### config.mk
export PLATFORM = sky130hd
export DESIGN_NAME = wcla_queue
export DESIGN_NICKNAME = d
export VERILOG_FILES = /design/src/rtl/wall_crossing_loss_accumulator_top_defines.svh /design/src/rtl/wcla_pkg.sv /design/src/rtl/wcla_queue.sv
export SDC_FILE = /design/constraint.sdc
export NUM_CORES = 1
export LEC_CHECK = 0
export ABC_AREA = 1
export BUFFER_PORTS_ARGS = -buffer_cell sky130_fd_sc_hd__buf_2
export CAP_MARGIN = 20
export CORE_MARGIN = 4
export CORE_UTILIZATION = 60
export CTS_CLUSTER_DIAMETER = 120
export DETAILED_ROUTE_END_ITERATION = 12
export GPL_TIMING_DRIVEN = 0
export PLACE_DENSITY = 0.9
export SETUP_SLACK_MARGIN = 0.4
export SYNTH_ARGS = -nofsm -noshare
export SYNTH_HDL_FRONTEND = slang
export SYNTH_SLANG_ARGS = --single-unit
### constraint.sdc
create_clock -name clk_i -period 3.1 [get_ports clk_i]
set_input_delay 0.155 -clock clk_i [delete_from_list [all_inputs] [get_ports clk_i]]
set_output_delay 0.155 -clock clk_i [all_outputs]
set_load 0.005 [all_outputs]
### src/rtl/wall_crossing_loss_accumulator_top_defines.svh
// Assertion macros shared by the wall crossing loss accumulator RTL.
`ifndef WALL_CROSSING_LOSS_ACCUMULATOR_TOP_DEFINES_SVH
`define WALL_CROSSING_LOSS_ACCUMULATOR_TOP_DEFINES_SVH
`ifndef SYNTHESIS
`define WCLA_ASSERT(lbl, clk, rst_n, prop) \
  lbl: assert property (@(posedge clk) disable iff (!rst_n) prop) \
    else $error("wcla assertion failed");
`define WCLA_ASSERT_NEVER(lbl, clk, rst_n, cond) \
  `WCLA_ASSERT(lbl, clk, rst_n, !(cond))
`else
`define WCLA_ASSERT(lbl, clk, rst_n, prop)
`define WCLA_ASSERT_NEVER(lbl, clk, rst_n, cond)
`endif
`endif

### src/rtl/wcla_pkg.sv
// Types and constants of the wall crossing loss accumulator.
`timescale 1ns / 1ps
package wcla_pkg;

  localparam int COORD_BITS = 16;
  localparam int LOSS_BITS  = 16;
  localparam int SUM_BITS   = 24;
  localparam int TOTAL_BITS = 24;
  // endpoint differences, products, and sums of two products
  localparam int DIFF_BITS  = COORD_BITS + 1;
  localparam int PROD_BITS  = DIFF_BITS + COORD_BITS;
  localparam int ACC_BITS   = PROD_BITS + 1;

  typedef struct packed {
    logic signed [COORD_BITS-1:0] ray_x;
    logic signed [COORD_BITS-1:0] ray_y;
    logic signed [COORD_BITS-1:0] ray_dx;
    logic signed [COORD_BITS-1:0] ray_dy;
    logic signed [COORD_BITS-1:0] wall_x;
    logic signed [COORD_BITS-1:0] wall_y;
    logic signed [COORD_BITS-1:0] wall_dx;
    logic signed [COORD_BITS-1:0] wall_dy;
    logic        [LOSS_BITS-1:0]  wall_loss;
    logic                         touches_endpoint;
    logic                         last_wall;
  } wcla_in_t;

  typedef struct packed {
    logic [TOTAL_BITS-1:0] total_loss;
    logic                  saturated;
  } wcla_out_t;

  // classified wall, handed from the front to the back
  typedef struct packed {
    logic                 crossed;
    logic [LOSS_BITS-1:0] loss;
    logic                 last;
  } wcla_entry_t;

endpackage

### src/rtl/wcla_queue.sv
// Small register queue between the front pipeline and the accumulator.
`timescale 1ns / 1ps
module wcla_queue #(
  parameter int DEPTH = 8
) (
  input  logic                  clk_i,
  input  logic                  rst_ni,
  input  logic                  push_i,
  input  wcla_pkg::wcla_entry_t entry_i,
  input  logic                  pop_i,
  output wcla_pkg::wcla_entry_t entry_o,
  output logic                  empty_o,
  output logic                  full_o
);
  import wcla_pkg::*;

  localparam int PTR_W = $clog2(DEPTH);
  localparam int CNT_W = $clog2(DEPTH + 1);

  wcla_entry_t      slot_q [DEPTH];
  logic [PTR_W-1:0] wr_ptr_q, rd_ptr_q;
  logic [CNT_W-1:0] count_q;
  logic             do_push, do_pop;

  assign do_push = push_i && !full_o;
  assign do_pop  = pop_i && !empty_o;
  assign empty_o = (count_q == '0);
  assign full_o  = (count_q == CNT_W'(DEPTH));
  assign entry_o = slot_q[rd_ptr_q];

  always_ff @(posedge clk_i or negedge rst_ni) begin
    if (!rst_ni) begin
      wr_ptr_q <= '0;
      rd_ptr_q <= '0;
      count_q  <= '0;
    end else begin
      if (do_push) begin
        wr_ptr_q <= (wr_ptr_q == PTR_W'(DEPTH - 1)) ? '0 : wr_ptr_q + PTR_W'(1);
      end
      if (do_pop) begin
        rd_ptr_q <= (rd_ptr_q == PTR_W'(DEPTH - 1)) ? '0 : rd_ptr_q + PTR_W'(1);
      end
      if (do_push && !do_pop) begin
        count_q <= count_q + CNT_W'(1);
      end else if (!do_push && do_pop) begin
        count_q <= count_q - CNT_W'(1);
      end
    end
  end

  always_ff @(posedge clk_i) begin
    if (do_push) begin
      slot_q[wr_ptr_q] <= entry_i;
    end
  end

endmodule

## Word level (Yosys, flattened, before mapping)

Memories as Yosys holds them, arrays and structs flattened.
Index checks and enable logic that the tools add are counted.

| operators by class | value |
|---|---|
| add/subtract/negate cells | 4 |
| $mul | 0 |
| div/mod/pow operators | 0 |
| magnitude comparators | 0 |
| equal/unequal tests | 3 |
| shifts and indexed selects | 0 |
| muxes and demuxes | 6 |
| bitwise gates (word level) | 0 |
| reduce and logical (&&, ||, !) cells | 10 |

Operators by type and width:

| operator | count |
|---|---|
| 2-to-1 mux 4 bit | 2 |
| adder 3 x 1 -> 3 bit (second input constant) | 2 |
| == test 3 bit (second input constant) | 2 |
| 2-to-1 mux 3 bit | 2 |
| adder 4 x 1 -> 4 bit (second input constant) | 1 |
| == test 4 bit (second input constant) | 1 |
| logical AND 1 bit | 4 |
| logical NOT 1 bit | 4 |
| logical NOT 4 bit | 1 |
| subtractor 4 x 1 -> 4 bit (second input constant) | 1 |
| 2-to-1 mux 1 bit | 2 |
| nonzero test 2 bit | 1 |

| word-level totals | value |
|---|---|
| register bits | 10 |
| latch bits | 0 |
| RAM bits | 144 |
| bits in read-only memories | 0 |
| output and inout port bits | 20 |
| memories | 1 |

Memories:

| name | words | width | read ports | clocked after memory_dff | wr ports | RTL line | text |
|---|---|---|---|---|---|---|---|
| slot_q | 8 | 18 | 1 | 0 | 1 | wcla_queue.sv:20 | `wcla_entry_t slot_q [DEPTH];` |

## Logic depth before layout (Yosys ltp)

| logic depth | value |
|---|---|
| depth after elaboration | 7 |
| depth in mapped cells | 13 |

## Least setup slack after synthesis

Ideal clock, no wire load.

| timing | value |
|---|---|
| kind | register to register |
| start | register count_q[0] |
| end | memory slot_q[6][0] in the netlist's numbering (enable) |
| library setup time | 0.416 ns |
| data arrival time | 2.073 ns |
| required time | 2.684 ns |
| path slack | 0.611 ns |
| stages on the path, launching flop included | 6 |
| path buffers | 1 |
| cells stage by stage | dfrtp_1 -> nor2_1 -> nand3_1 -> nand2_1 -> buf_4 -> nor3_1 |

| between the ends | value |
|---|---|
| longest elaborated chain between the ends | 5 |

Ends and longest elaborated chain:

| item | RTL line | text |
|---|---|---|
| start: declaration | wcla_queue.sv:22 | `logic [CNT_W-1:0] count_q;` |
| start signal: assignment | wcla_queue.sv:44 | `count_q <= count_q + CNT_W'(1);` |
| start signal: assignment | wcla_queue.sv:46 | `count_q <= count_q - CNT_W'(1);` |
| == test 4 bit | wcla_queue.sv:28 | `assign full_o = (count_q == CNT_W'(DEPTH));` |
| logical NOT 1 bit | wcla_queue.sv:25 | `assign do_push = push_i && !full_o;` |
| logical AND 1 bit | wcla_queue.sv:25 |  |
| 2-to-1 mux 1 bit | wcla_queue.sv:52 | `if (do_push) begin` |
| 2-to-1 mux 1 bit (not written as such) | wcla_queue.sv:53 | `slot_q[wr_ptr_q] <= entry_i;` |
| end: declaration | wcla_queue.sv:20 |  |

Every way passes these cells.

## Worst setup path in the final report

| timing | value |
|---|---|
| start | register count_q[0] |
| end | register count_q[3] |

| between the ends | value |
|---|---|
| longest elaborated chain between the ends | 6 |
| elaborated cells on any way between the ends | 15 |
| classes of those cells | 2 x add/sub; 1 x eq/ne; 2 x mux; 10 x reduce/logical |

Ends and longest elaborated chain:

| item | RTL line | text |
|---|---|---|
| == test 4 bit (*) | wcla_queue.sv:28 |  |
| logical NOT 1 bit (*) | wcla_queue.sv:25 |  |
| logical AND 1 bit (*) | wcla_queue.sv:25 |  |
| named net do_push | wcla_queue.sv:23 | `logic do_push, do_pop;` |
| logical NOT 1 bit | wcla_queue.sv:45 | `end else if (!do_push && do_pop) begin` |
| logical AND 1 bit | wcla_queue.sv:45 |  |
| nonzero test 2 bit (no source line) | - |  |

Mark *: on every way through the listed nets, which the timed path passes. The rest lies on a longest branch. The select of a mux whose other input is x is not followed.
A chain may end at the register's enable or synchronous reset.

==> results.yml <==
synthesis:
  syn_area_per_cell_um2: 9.69
  synth-compound-area-share_pct: 0.292
  seq_area_frac_synth_pct: 66.7
  synth-simple-area-share_pct: 23.7
  synth_fa_ha_area_share_pct: 1.57
  synth_area_leaders: "edfxtp_1, nand2_1, nor2_1, inv_1, dfrtp_1"
  ys_ff_latch: 154
  synth_top_family_by_area: "simple AND/OR/NAND/NOR gates"
  synthXorXnorAreaFrac_pct: 0.255
  netlist_area_mm2: 0.00686
  ys_warn_count: 0
  synthMuxAreaShare_pct: 0
  yosysUniqueCellTypes: 18
  synthesis.nets: 738
  synth_cells: 708
  post-synth-top-area-cell: "edfxtp_1"
  yosysTopAreaCellShare_pct: 63.0
worst_setup_path:
  critPathLaunch: "count_q[0]"
  crit_path_max_incr_delay_ns: 0.44
  worstSetupPathType: "reg2reg"
  startpoint_type: "register"
  crit_path_max_fanout: 4
  worstPathCellList: "nor2_1, nand3_1, nand2_1, inv_1, ha_1, inv_1, ha_1, or2_2, nand2_1, nand2_1, nand3_1, nand2_1"
  path_common_cell: "nand2_1"
  rr_startpoint: "count_q[0]"
  crit_slowest_cell: "dfrtp_1"
  worst_setup_path_end_kind: "register"
  arrival_ns: 2.63
  cp.required_ns: 3.42
floorplan:
  die_area_mm2: 0.0132
  die_h_um: 115
  start_util_pct: 62.2
  dieWidth_um: 115
  rows: 38
  io_pins: 42
  core_area_mm2: 0.0110
final_layout:
  nNetsFinal: 822
  final_core_utilization_pct: 73.9
  num_antenna_cells: 0
  layout_common_cells: "nand2_1, nor2_1, edfxtp_1, inv_1, buf_2"
  drive_above_1_share_pct: 14.7
  fillerInstances: 655
  regArea_mm2: 0.00457
  syn2layout_area_growth_pct: 18.9
  multiInputGateArea_mm2: 0.00181
  fin_area_mm2: 0.00816
  layout_commonest_cell: "nand2_1"
global_route:
  grt_overflow_total: 0
  grt_usage_pct: 29.0
  grtUsageMet1_pct: 34.4
  grt_max_degree: 17
  antenna_found_initial: 0
  grt_use_met2_pct: 47.9
  grt_pass1_vias: 5571
  grt_pass1_wl_um: 28400
  use_met3_pct: 7.58
  grt.busiest_layer: "met2"
timing:
  max_freq_mhz: 434
  rsz0062_at_grt: "no"
  slew_viol_final: 0
  hold_ws_ns: 0.00394
  worstMarginPinSlew_ns: 0.983
  finalClockSkew_ns: 0.0103
  setup_viol: 0
  hold_violations: 0
  period_share_pct: 74.4
  worst_slew_margin_rel_pct: 34.1
  min_period_ns: 2.31
place:
  io_buffers: 41
  dp_hpwl_um: 10600
  dpl_cell_area_mm2: 0.00739
  routabilityCongestion: 0.795
pwr:
  power_mw: 8.06
  power-per-cell-area_mw_per_mm2: 988
  peakVddDrop_mv: 0.573
  leakagePower_nw: 3.67
route:
  routed_via_density: 5.65
  drtPass1Iterations: 5
  final_antenna_net_count: 0
  routed_wl_um: 18200
  drc_errors: 0
  drt_iter0_drc: 831
  post_drt_wl_per_cell_um: 19.2
  vias: 5335
clocking:
  cts_max_path_buffers: 2
  postCtsSetupRepairBufs: 0
  numClockSinks: 154
  cts_resized: 0
  cts_made_buffers: 17
  cts_tree: "yes"
  h-tree-depth: 4
  clock-root-buffer: "clkbuf_16"
  clk_latency_ns: 0.44
  hold_buffers: 13
  clk_pin_slew_ns: 0.06
worst_hold_path:
  hp-start: "entry_i[11]"
  worst_hold_path_type: "in2reg"
status:
  outcome: "completed"
job:
  cap_violations: 0
## worst max-delay path: cells and delay by family, from the launching register on
family / cells / cell delay [ns]
adder cells (fa/ha/maj): 2 / 0.49
buffers and inverters: 2 / 0.23
AND/OR/NAND/NOR: 8 / 1.04
flip-flops: 1 / 0.44
## metal layers
metal	vias up	wire length (µm)
met5	-	0
met4	0	874
met3	84	2080
met2	445	8870
met1	2437	6330
li1	2369	-
## worst paths after layout
kind / to / slack, ns / cells past startpoint
hold reg to reg: count_q[3] / 0.56 / 2
hold / removal: slot_q[1][11] / 0.004 / 1
max in group asynchronous: wr_ptr_q[1] / 2.78 / 2
setup / recovery: count_q[3] / 0.79 / 12
setup reg to reg: count_q[3] / 0.79 / 12
min in group asynchronous: count_q[1] / 0.12 / 2
## Yosys cell counts
master / number
clkinv_1: 1
xnor2_1: 2
buf_6: 7
nor2_1: 146
inv_1: 84
inv_2: 1
dfrtp_1: 10
clkbuf_1: 1
nand3_1: 6
or2_2: 2
buf_2: 13
nand2_1: 265
nor3_1: 8
ha_1: 7
buf_4: 6
edfxtp_1: 144
fa_1: 1
o21ai_0: 4
## logic make-up after synthesis
kind of cell	after synthesis
and+or+nand+nor	427
adders and majority gates	8
AOI/OAI and AO/OA	4
buffers and inverters	113
xor gates and xnor gates	2
DFF	154
## flip-flops by register name, indices dropped and copies added, names as in the netlist
name	count
slot_q	144
count_q	4
rd_ptr_q	3
wr_ptr_q	3
## where the power goes
part / internal (mW) / switching [mW] / leakage, nW
sequential: 2.62 / 0.157 / 1.43
clock: 1.34 / 0.835 / 0.294
combinational: 1.04 / 2.07 / 1.95
## stage by stage
step | setup slack [ns] | TNS (ns) | instances
5_1_grt | 0.633 | 0 | 945
4_1_cts | 0.717 | 0 | 943
6_report | 0.794 | 0 | 945
3_5_place_dp | 0.815 | 0 | 898
2_1_floorplan | 0.611 | 0 | 708
3_3_place_gp | -0.472 | -46.44 | 889
## layout make-up
type	instances	area share, %
buffer	27	2.36
clock buffer	19	5.31
clock inverter	13	2.16
inverter	86	3.96
multi-input combinational	441	22.2
sequential	154	56.1
tap	140	2.15
timing repair buffer	65	5.77
Power figures use the tool's default switching activity.
