**config.mk**
```make
export PLATFORM = sky130hd
export DESIGN_NAME = wcla_back
export DESIGN_NICKNAME = d
export VERILOG_FILES = /design/src/rtl/wall_crossing_loss_accumulator_top_defines.svh /design/src/rtl/wcla_pkg.sv /design/src/rtl/wcla_back.sv
export SDC_FILE = /design/constraint.sdc
export NUM_CORES = 1
export LEC_CHECK = 0
export BUFFER_PORTS_ARGS = -buffer_cell sky130_fd_sc_hd__buf_2
export CORE_MARGIN = 2
export CORE_UTILIZATION = 40
export CTS_CLUSTER_SIZE = 10
export DETAILED_ROUTE_END_ITERATION = 16
export REMOVE_ABC_BUFFERS = 1
export SLEW_MARGIN = 10
export SYNTH_ARGS = -nofsm -noshare
export SYNTH_HDL_FRONTEND = slang
export SYNTH_SLANG_ARGS = --single-unit
```
**constraint.sdc**
```tcl
create_clock -name clk_i -period 6.19 [get_ports clk_i]
set_input_delay 1.238 -clock clk_i [delete_from_list [all_inputs] [get_ports clk_i]]
set_output_delay 1.238 -clock clk_i [all_outputs]
set_load 0.03 [all_outputs]
```
**src/rtl/wall_crossing_loss_accumulator_top_defines.svh**
```systemverilog
// Assertion macros shared by the wall crossing loss accumulator RTL.
`ifndef WALL_CROSSING_LOSS_ACCUMULATOR_TOP_DEFINES_SVH
`define WALL_CROSSING_LOSS_ACCUMULATOR_TOP_DEFINES_SVH
`ifndef SYNTHESIS
`define WCLA_ASSERT(lbl, clk, rst_n, prop) \
  lbl: assert property (@(posedge clk) disable iff (!rst_n) prop) \
    else $error("wcla assertion failed");
`define WCLA_ASSERT_NEVER(lbl, clk, rst_n, cond) \
  `WCLA_ASSERT(lbl, clk, rst_n, !(cond))
`else
`define WCLA_ASSERT(lbl, clk, rst_n, prop)
`define WCLA_ASSERT_NEVER(lbl, clk, rst_n, cond)
`endif
`endif

```
**src/rtl/wcla_pkg.sv**
```systemverilog
// Types and constants of the wall crossing loss accumulator.
`timescale 1ns / 1ps
package wcla_pkg;

  localparam int COORD_BITS = 16;
  localparam int LOSS_BITS  = 16;
  localparam int SUM_BITS   = 24;
  localparam int TOTAL_BITS = 24;
  // endpoint differences, products, and sums of two products
  localparam int DIFF_BITS  = COORD_BITS + 1;
  localparam int PROD_BITS  = DIFF_BITS + COORD_BITS;
  localparam int ACC_BITS   = PROD_BITS + 1;

  typedef struct packed {
    logic signed [COORD_BITS-1:0] ray_x;
    logic signed [COORD_BITS-1:0] ray_y;
    logic signed [COORD_BITS-1:0] ray_dx;
    logic signed [COORD_BITS-1:0] ray_dy;
    logic signed [COORD_BITS-1:0] wall_x;
    logic signed [COORD_BITS-1:0] wall_y;
    logic signed [COORD_BITS-1:0] wall_dx;
    logic signed [COORD_BITS-1:0] wall_dy;
    logic        [LOSS_BITS-1:0]  wall_loss;
    logic                         touches_endpoint;
    logic                         last_wall;
  } wcla_in_t;

  typedef struct packed {
    logic [TOTAL_BITS-1:0] total_loss;
    logic                  saturated;
  } wcla_out_t;

  // classified wall, handed from the front to the back
  typedef struct packed {
    logic                 crossed;
    logic [LOSS_BITS-1:0] loss;
    logic                 last;
  } wcla_entry_t;

endpackage

```
**src/rtl/wcla_back.sv**
```systemverilog
// Back end: saturating loss accumulator and result register.
`timescale 1ns / 1ps
module wcla_back (
  input  logic                  clk_i,
  input  logic                  rst_ni,
  input  logic                  entry_valid_i,
  input  wcla_pkg::wcla_entry_t entry_i,
  output logic                  entry_pop_o,
  output logic                  empty_o,
  input  logic                  pop_i,
  output wcla_pkg::wcla_out_t   result_o
);
  import wcla_pkg::*;

  logic [SUM_BITS-1:0] sum_q, sum_d;
  logic                ovf_q, ovf_d;
  logic                out_valid_q;
  wcla_out_t           out_q;
  logic [SUM_BITS:0]   sum_ext;
  logic [SUM_BITS-1:0] new_sum;
  logic                new_ovf;
  logic                out_taken;

  assign out_taken = pop_i && out_valid_q;
  // a last-wall entry needs a free result slot; others always drain
  assign entry_pop_o = entry_valid_i && (!entry_i.last || !out_valid_q || pop_i);

  always_comb begin
    sum_ext = {1'b0, sum_q} + (SUM_BITS + 1)'(entry_i.loss);
    new_sum = sum_q;
    new_ovf = ovf_q;
    if (entry_i.crossed) begin
      if (sum_ext[SUM_BITS]) begin
        new_sum = '1;
        new_ovf = 1'b1;
      end else begin
        new_sum = sum_ext[SUM_BITS-1:0];
      end
    end
    sum_d = sum_q;
    ovf_d = ovf_q;
    if (entry_pop_o) begin
      sum_d = entry_i.last ? '0 : new_sum;
      ovf_d = entry_i.last ? 1'b0 : new_ovf;
    end
  end

  always_ff @(posedge clk_i or negedge rst_ni) begin
    if (!rst_ni) begin
      sum_q       <= '0;
      ovf_q       <= 1'b0;
      out_valid_q <= 1'b0;
    end else begin
      sum_q <= sum_d;
      ovf_q <= ovf_d;
      if (entry_pop_o && entry_i.last) begin
        out_valid_q <= 1'b1;
      end else if (out_taken) begin
        out_valid_q <= 1'b0;
      end
    end
  end

  always_ff @(posedge clk_i) begin
    if (entry_pop_o && entry_i.last) begin
      out_q.total_loss <= new_sum[TOTAL_BITS-1:0];
      out_q.saturated  <= new_ovf;
    end
  end

  assign empty_o  = !out_valid_q;
  assign result_o = out_q;

endmodule

```
Word level (Yosys, flattened, before mapping)

Index checks and enable logic that the tools add are counted.

Output and inout bits: 27
Bits in read-only memories: 0
Input port bits: 22
Flip-flop bits (word level): 51
Bits in writable memories: 0
Bits in latches: 0
Memories kept: 0
Logic and storage cells: 22

Divide/modulo/power cells: 0
Bitwise gates (word level): 0
Reductions and logical operators: 8
Shift-type cells: 0
Multipliers: 0
$lt $le $gt $ge: 0
Add/sub/neg operators: 1
Multiplexer cells: 8
Equality and inequality tests: 0

Operator list:

| kind              | count |
|---|---|
| $mux 24           | 3 |
| $add 24x16->25    | 1 |
| $mux 1            | 5 |
| $logic_and 1x1->1 | 3 |
| $logic_not 1->1   | 2 |
| $logic_or 1x1->1  | 2 |
| $reduce_bool 2->1 | 1 |

Longest topological paths before layout

Gate-level depths: netlist of the first run.

Depth after elaboration: 6
Depth in mapped cells: 10

Worst setup path before layout of the first run

Ideal clock, no wire load.

Kind: input -> register
From: input entry_i[1] (netlist bit)
To: register out_q (netlist bit result_o[16]) (data pin)
Slack: 2.787 ns
Data arrival time: 3.133 ns
Stages on the path: 9
Library setup time: 0.270 ns
Cell sequence: ha_1 > fa_1 > a211oi_1 > o211ai_2 > a21oi_2 > o21ai_4 > nor2b_4 > a2111oi_4 > a21oi_1

Word-level cells in the longest chain between the ends: 3

RTL lines:

| what                  | RTL line        | RTL |
|---|---|---|
| start: declaration    | wcla_back.sv:7  | `input wcla_pkg::wcla_entry_t entry_i,` |
| $add 24x16->25        | wcla_back.sv:29 | `sum_ext = {1'b0, sum_q} + (SUM_BITS + 1)'(entry_i.loss);` |
| $mux 24               | wcla_back.sv:33 | `if (sum_ext[SUM_BITS]) begin` |
| $mux 24               | wcla_back.sv:32 | `if (entry_i.crossed) begin` |
| named net new_sum[15] | wcla_back.sv:20 | `logic [SUM_BITS-1:0] new_sum;` |
| end: declaration      | wcla_back.sv:18 | `wcla_out_t out_q;` |

The timed path passes the listed nets, and every way through them passes these cells.
A chain may end at the register's enable or synchronous reset.

Worst setup path after layout of the first run

Ends and elaborated chain as after synthesis.

==> flow_summary.toml, run 1 <==
[sta]
finalSetupTns_ns = 0
hold_violations = 0
skew_ns = 0.0148
rsz0062_at_grt = "no"
max_freq_mhz = 286
slew_headroom = 0.321
finalSetupViolations = 0
tightest_slew_ns = 1.01
period_needed_ns = 3.50
fin_crit_sh = 0.565
final_max_slew_viol_count = 0

[global_route]
gr-total-overflow = 0
grt_pass1_vias = 2375
antenna_found_initial = 0
grt_pass1_wl_um = 11800
groute.usage.overall = 0.175
grt_max_degree = 40

[yosys]
ys_seq_area_frac = 0.448
synth_top_area_frac = 0.240
synth_edf_count = 25
synth_common_cells = "42 x nor2_1, 41 x a21oi_1, 36 x nand2_1, 26 x dfrtp_1, 25 x edfxtp_1"
synth_most_common_cell = "nor2_1"
synth_top_area_cell = "edfxtp_1"
async_flop_share = 0.510
netlist_instances = 329
ys_seq_elements = 51
synth_cell_types = 58
synth_area_leaders = "edfxtp_1 24%, dfrtp_1 21%, a21oi_1 6.6%"
synth_warnings = 0
avgSynthCellArea_um2 = 9.51
synth-main-ff-cell = "dfrtp_1"
syn-cell-area_um2 = 3130

[die]
die_x_um = 92.5
coreArea_um2 = 7650
initial_utilization = 0.409
chipHeight_um = 92.5
num_io_pins = 49
rows = 32
die-area_um2 = 8550

[finish]
fillers = 746
final_cells = 479
diodes = 0
fin_nets = 415
areaGrowthSynthToFinish_pct = 13.4
drive_above_1_share = 0.180

[critical_path]
crit_path_end_kind = "register"
slowest_stage = "fa_1"
critPathLaunchType = "primary input"
slowest_delay_ns = 0.42
cp_max_fo = 16
critPathBufInv = 1
worstSetupPathType = "in -> reg"
cp_data_required_time_ns = 6.21
cp_top_family = "compound AO/OA/AOI/OAI gates"
arrival_ns = 3.52
cp_cell_sequence = "buf_2 -> ha_1 -> fa_1 -> a211oi_1 -> o211ai_2 -> a21oi_2 -> o21ai_4 -> nor2b_4 -> a2111oi_4 -> a21oi_1"

[detailed_routing]
drtIter0Drc = 188
drc_errors = 0
drt-pass1-iter-count = 4
post_drt_via_cell_ratio = 5.28
wire_per_inst_um = 14.9
drtAntennaViolNets = 0
wirelength_um = 7140
vias = 2528

[power_and_ir_drop]
p_leak_nw = 1.59
power.density_nw_per_um2 = 285
vdd_drop_max_v = 0.000111

[min_path]
min_path_type = "reg -> reg"

[run_status]
outcome = "complete, no violations"

[placement]
gp_congestion = 0.910
port_buffers = 48
hpwl_um = 5070
dp.cells = 471

[clock_network]
cts_setup_buffers = 0
cts_tree = "yes"
htree_levels = 2
ctsRootBufferMaster = "clkbuf_8"
clk_latency_ns = 0.31
clkTransAtPathRegs_ns = 0.09
cts_sinks = 51
cts.hold.buffers_added = 0
numCtsBuffers = 5
clockBufferDepth = 2
cts_resized = 0

[flow_run]
drv_cap = 0
==> path summary, 6_finish.rpt <==
check                                           from                     end  slack, ns  cells past startpoint
worst max register to register  sum_q[0]$_DFFE_PN0P_  result_o[16]$_DFFE_PP_       3.34                      9
worst min-delay path               ovf_q$_DFFE_PN0P_       ovf_q$_DFFE_PN0P_       0.53                      2
min in group asynchronous                     rst_ni   sum_q[19]$_DFFE_PN0P_       0.96                      1
max in group asynchronous                     rst_ni    sum_q[7]$_DFFE_PN0P_       4.79                      1
worst max-delay path                      entry_i[1]  result_o[16]$_DFFE_PP_       2.69                     10
worst min register to register     ovf_q$_DFFE_PN0P_       ovf_q$_DFFE_PN0P_       0.53                      2
==> report_power, final <==
part / leakage [nW] / total, W / switching [W] / internal [W]
clock network: 0.0392 / 0.000187 / 0.000110 / 0.0000771
registers: 0.590 / 0.000435 / 0.0000267 / 0.000408
logic: 0.963 / 0.000387 / 0.000238 / 0.000150
==> kinds of logic after synthesis <==
family,count (synthesis),share of synthesized area
adder cells (fa/ha/maj),17,0.0704
buffers and inverters,18,0.0244
AND/OR/NAND/NOR,117,0.176
multiplexers,4,0.0132
XOR/XNOR,14,0.0392
AO/OA/AOI/OAI,108,0.230
flip-flops,51,0.448
==> metrics by stage <==
| stage | area, µm² | util | hold slack, ns | worst slack, ns | power (W) |
|---|---|---|---|---|---|
| final | 3550 | 0.464 | 0.527 | 2.69 | 0.00101 |
| after global routing | 3550 | 0.464 | 0.561 | 2.58 | 0.00108 |
| after CTS | 3550 | 0.464 | 0.532 | 2.71 | 0.00102 |
| after detailed placement | 3460 | 0.453 | 0.510 | 2.38 | 0.000827 |
| after global placement | 3460 | 0.453 | 0.493 | 2.47 | 0.000823 |
| after floorplan | 3090 | - | 0.454 | 2.77 | 0.000736 |
==> layer usage <==
layer | share of wire | wire (µm) | vias up | global-route usage
li1 | - | - | 1289 | -
met1 | 0.50 | 3550 | 1189 | 0.252
met2 | 0.46 | 3250 | 45 | 0.273
met3 | 0.039 | 276 | 5 | 0.0244
met4 | 0.0083 | 59 | 0 | 0.0522
met5 | 0 | 0 | - | 0
==> worst min-delay path, stage by stage (launching register included) <==
cell     delay, ns
dfrtp_1       0.36
a21oi_1       0.05
nor2_1        0.08
==> placed cells by master, fill, tap and decap left out, drive strengths merged, types with 6 or more instances in the layout <==
| master | count |
|---|---|
| nor2 | 42 |
| nor2b | 7 |
| xnor2 | 10 |
| buf | 49 |
| dfrtp | 26 |
| o21ai | 27 |
| nand2 | 36 |
| a31oi | 6 |
| a21o | 6 |
| a21oi | 42 |
| inv | 9 |
| ha | 16 |
| edfxtp | 25 |
| nand3 | 6 |
==> cell type report <==
class | count | area (µm²) | share of cell area
repair buffers | 49 | 248 | 0.0698
well taps | 102 | 128 | 0.0360
flip-flops and latches | 51 | 1400 | 0.395
inverters | 9 | 33.8 | 0.00952
clock buffers | 5 | 68.8 | 0.0194
clock inverters | 3 | 15.0 | 0.00423
multi-input cells | 260 | 1650 | 0.466
==> flip-flops by register name (all words and copies together) (netlist names) <==
register     cells
sum_q           24
out_valid_q      1
result_o        25
ovf_q            1
No activity file was read; power rests on OpenSTA's default activity.
==> inputs of run 2 (changes only) <==
ABC_AREA = 1   (was not set)
clock period = 3.2 ns   (was 6.19 ns; I/O delays follow)
==> run 2 against run 1 <==
Non-clock buffer count grew 3; synthesized area grew 10%; combinational power grew 57%; largest cell class unchanged; clock power grew 100%; sequential cell count is the same; register-to-register slack lost 2.6 ns; clock skew shrank 0.0099 ns; final cell count grew 32%; sequential power grew 82%; setup slack lost 1.9 ns.
==> flow_summary.toml, run 2 <==
[run_status]
outcome = "complete, no violations"

[critical_path]
timing.critical_path.mode_cell = "nand2_1"
worstSetupPathType = "in -> reg"
critPathBufInv = 3
r2r-end = "result_o[5]$_DFFE_PP_"
slowest_stage = "fa_1"
crit_path_end_kind = "register"
cp_cell_sequence = "buf_2 -> ha_1 -> fa_1 -> nand3_1 -> nand3_2 -> nand3_1 -> nand2_1 -> nand3_1 -> nand2_1 -> nor2_2 -> buf_4 -> nand2_1 -> nand2_1 -> inv_1"
r2r_start = "sum_q[0]$_DFFE_PN0P_"
arrival_ns = 2.52
r2r_slack_ns = 0.79
slowest_delay_ns = 0.45
critPathLaunchType = "primary input"
cp_top_family = "simple AND/OR/NAND/NOR gates"
reg2reg_depth = 13
cp_data_required_time_ns = 3.28
cp_max_fo = 17

[yosys]
ys_seq_elements = 51
synth_warnings = 0
synth_common_cells = "196 x nand2_1, 55 x inv_1, 46 x nand3_1, 29 x nor2_1, 26 x dfrtp_1"
synth_area_leaders = "edfxtp_1 22%, nand2_1 21%, dfrtp_1 19%"
synth_most_common_cell = "nand2_1"
async_flop_share = 0.510
netlist_instances = 475
synth_top_area_frac = 0.217
syn-cell-area_um2 = 3450
synth_top_area_cell = "edfxtp_1"
ys_seq_area_frac = 0.406
synth_edf_count = 25
avgSynthCellArea_um2 = 7.27
synth-main-ff-cell = "dfrtp_1"
synth_cell_types = 31

[clock_network]
ctsRootBufferMaster = "clkbuf_8"
clk_latency_ns = 0.31
cts_sinks = 51
cts.hold.buffers_added = 0
cts_tree = "yes"
htree_levels = 2
cts_resized = 0
clockBufferDepth = 2
clkTransAtPathRegs_ns = 0.09
cts_setup_buffers = 0
numCtsBuffers = 5

[power_and_ir_drop]
p_leak_nw = 2.03
power.density_nw_per_um2 = 457
vdd_drop_max_v = 0.000205

[placement]
gp_congestion = 0.856
port_buffers = 48
hpwl_um = 5950
dp.cells = 622

[detailed_routing]
wl_met1_um = 4010
drtIter0Drc = 147
drtAntennaViolNets = 0
wirelength_um = 8100
vias = 3080
top_layer = "met4"
drc_errors = 0
routed-wl-met3_um = 252
post_drt_via_cell_ratio = 4.89
wire_per_inst_um = 12.9
drt-pass1-iter-count = 4
wl_met2_um = 3690

[global_route]
gr-total-overflow = 0
grt_pass1_wl_um = 14100
antenna_found_initial = 0
grt_max_degree = 29
grt_pass1_vias = 3008
groute.usage.overall = 0.181

[finish]
layout_commonest_cell = "nand2_1"
drive_above_1_share = 0.154
final_cells = 630
fin_nets = 563
diodes = 0
largest_register_ffs = 25
most-common-layout-cells = "196 x nand2_1, 55 x inv_1, 48 x buf_2"
areaGrowthSynthToFinish_pct = 12.4

[sta]
finalSetupTns_ns = 0
tightest_slew_ns = 1.03
hold_violations = 0
final_max_slew_viol_count = 0
whs_ns = 0.362
period_needed_ns = 2.44
skew_ns = 0.00490
rsz0062_at_grt = "no"
max_freq_mhz = 410
fin_crit_sh = 0.763
slew_headroom = 0.316
finalSetupViolations = 0

[min_path]
min_path_type = "in -> async"

[flow_run]
drv_cap = 0

[die]
coreArea_um2 = 8300
die-area_um2 = 9390
chipHeight_um = 96.9
num_io_pins = 49
die_x_um = 96.9
rows = 33
initial_utilization = 0.416
## run 2: area by class of cell
type                       instances  area [µm²]
inverter                          56         210
fill                             852        4420
clock buffer                       7        76.3
multi-input combinational        358        1790
sequential                        51        1400
timing repair buffer              52         270
clock inverter                     1        5.00
tap                              105         131
## run 2: worst register-to-register path, cell delays in order, from the launching register on
cell and delay, ns:
dfrtp_1 0.40, ha_1 0.23, fa_1 0.45, nand3_1 0.13, nand3_2 0.10, nand3_1 0.09, nand2_1 0.12, nand3_1 0.10
nand2_1 0.07, nor2_2 0.11, buf_4 0.21, nand2_1 0.10, nand2_1 0.06, inv_1 0.03
## run 2: logic make-up (layout without fill, tap and decap cells)
family	Yosys count	in the layout	synth area share
compound gates	31	31	0.0569
simple gates	301	301	0.374
buf+inv	66	116	0.0772
flops	51	51	0.406
fa+ha+maj	17	17	0.0638
xor+xnor	9	9	0.0228
## run 2: layer usage
metal  global-route usage  vias up
met5                    0        -
met4               0.0531        0
met2                0.302       51
li1                     -     1605
met1                0.245     1412
met3               0.0253       12
## run 2: worst max-delay path by stage
stage	start	endpoint	slack, ns	depth (start not counted)
floorplan	entry_i[0]	result_o[0]$_DFFE_PP_	0.33	5
global placement	entry_i[1]	result_o[5]$_DFFE_PP_	0.51	14
detailed placement	entry_i[1]	result_o[5]$_DFFE_PP_	0.45	14
CTS	entry_i[1]	result_o[5]$_DFFE_PP_	0.78	14
global route	sum_q[0]$_DFFE_PN0P_	result_o[5]$_DFFE_PP_	0.55	13
finish	entry_i[1]	result_o[5]$_DFFE_PP_	0.76	14
## run 2: metrics by stage
step                 util  power, W  setup WS [ns]  area (µm²)
finish              0.468   0.00177          0.759        3880
floorplan               -   0.00125          0.333        3400
global route        0.468   0.00190          0.551        3880
CTS                 0.468   0.00179          0.779        3880
global placement    0.458   0.00140          0.509        3800
detailed placement  0.458   0.00141          0.448        3800
## run 2: power breakdown
group,switching [W],leakage [nW],internal [W]
Combinational,0.000394,1.41,0.000214
Clock,0.000221,0.0422,0.000154
Sequential,0.0000342,0.582,0.000756
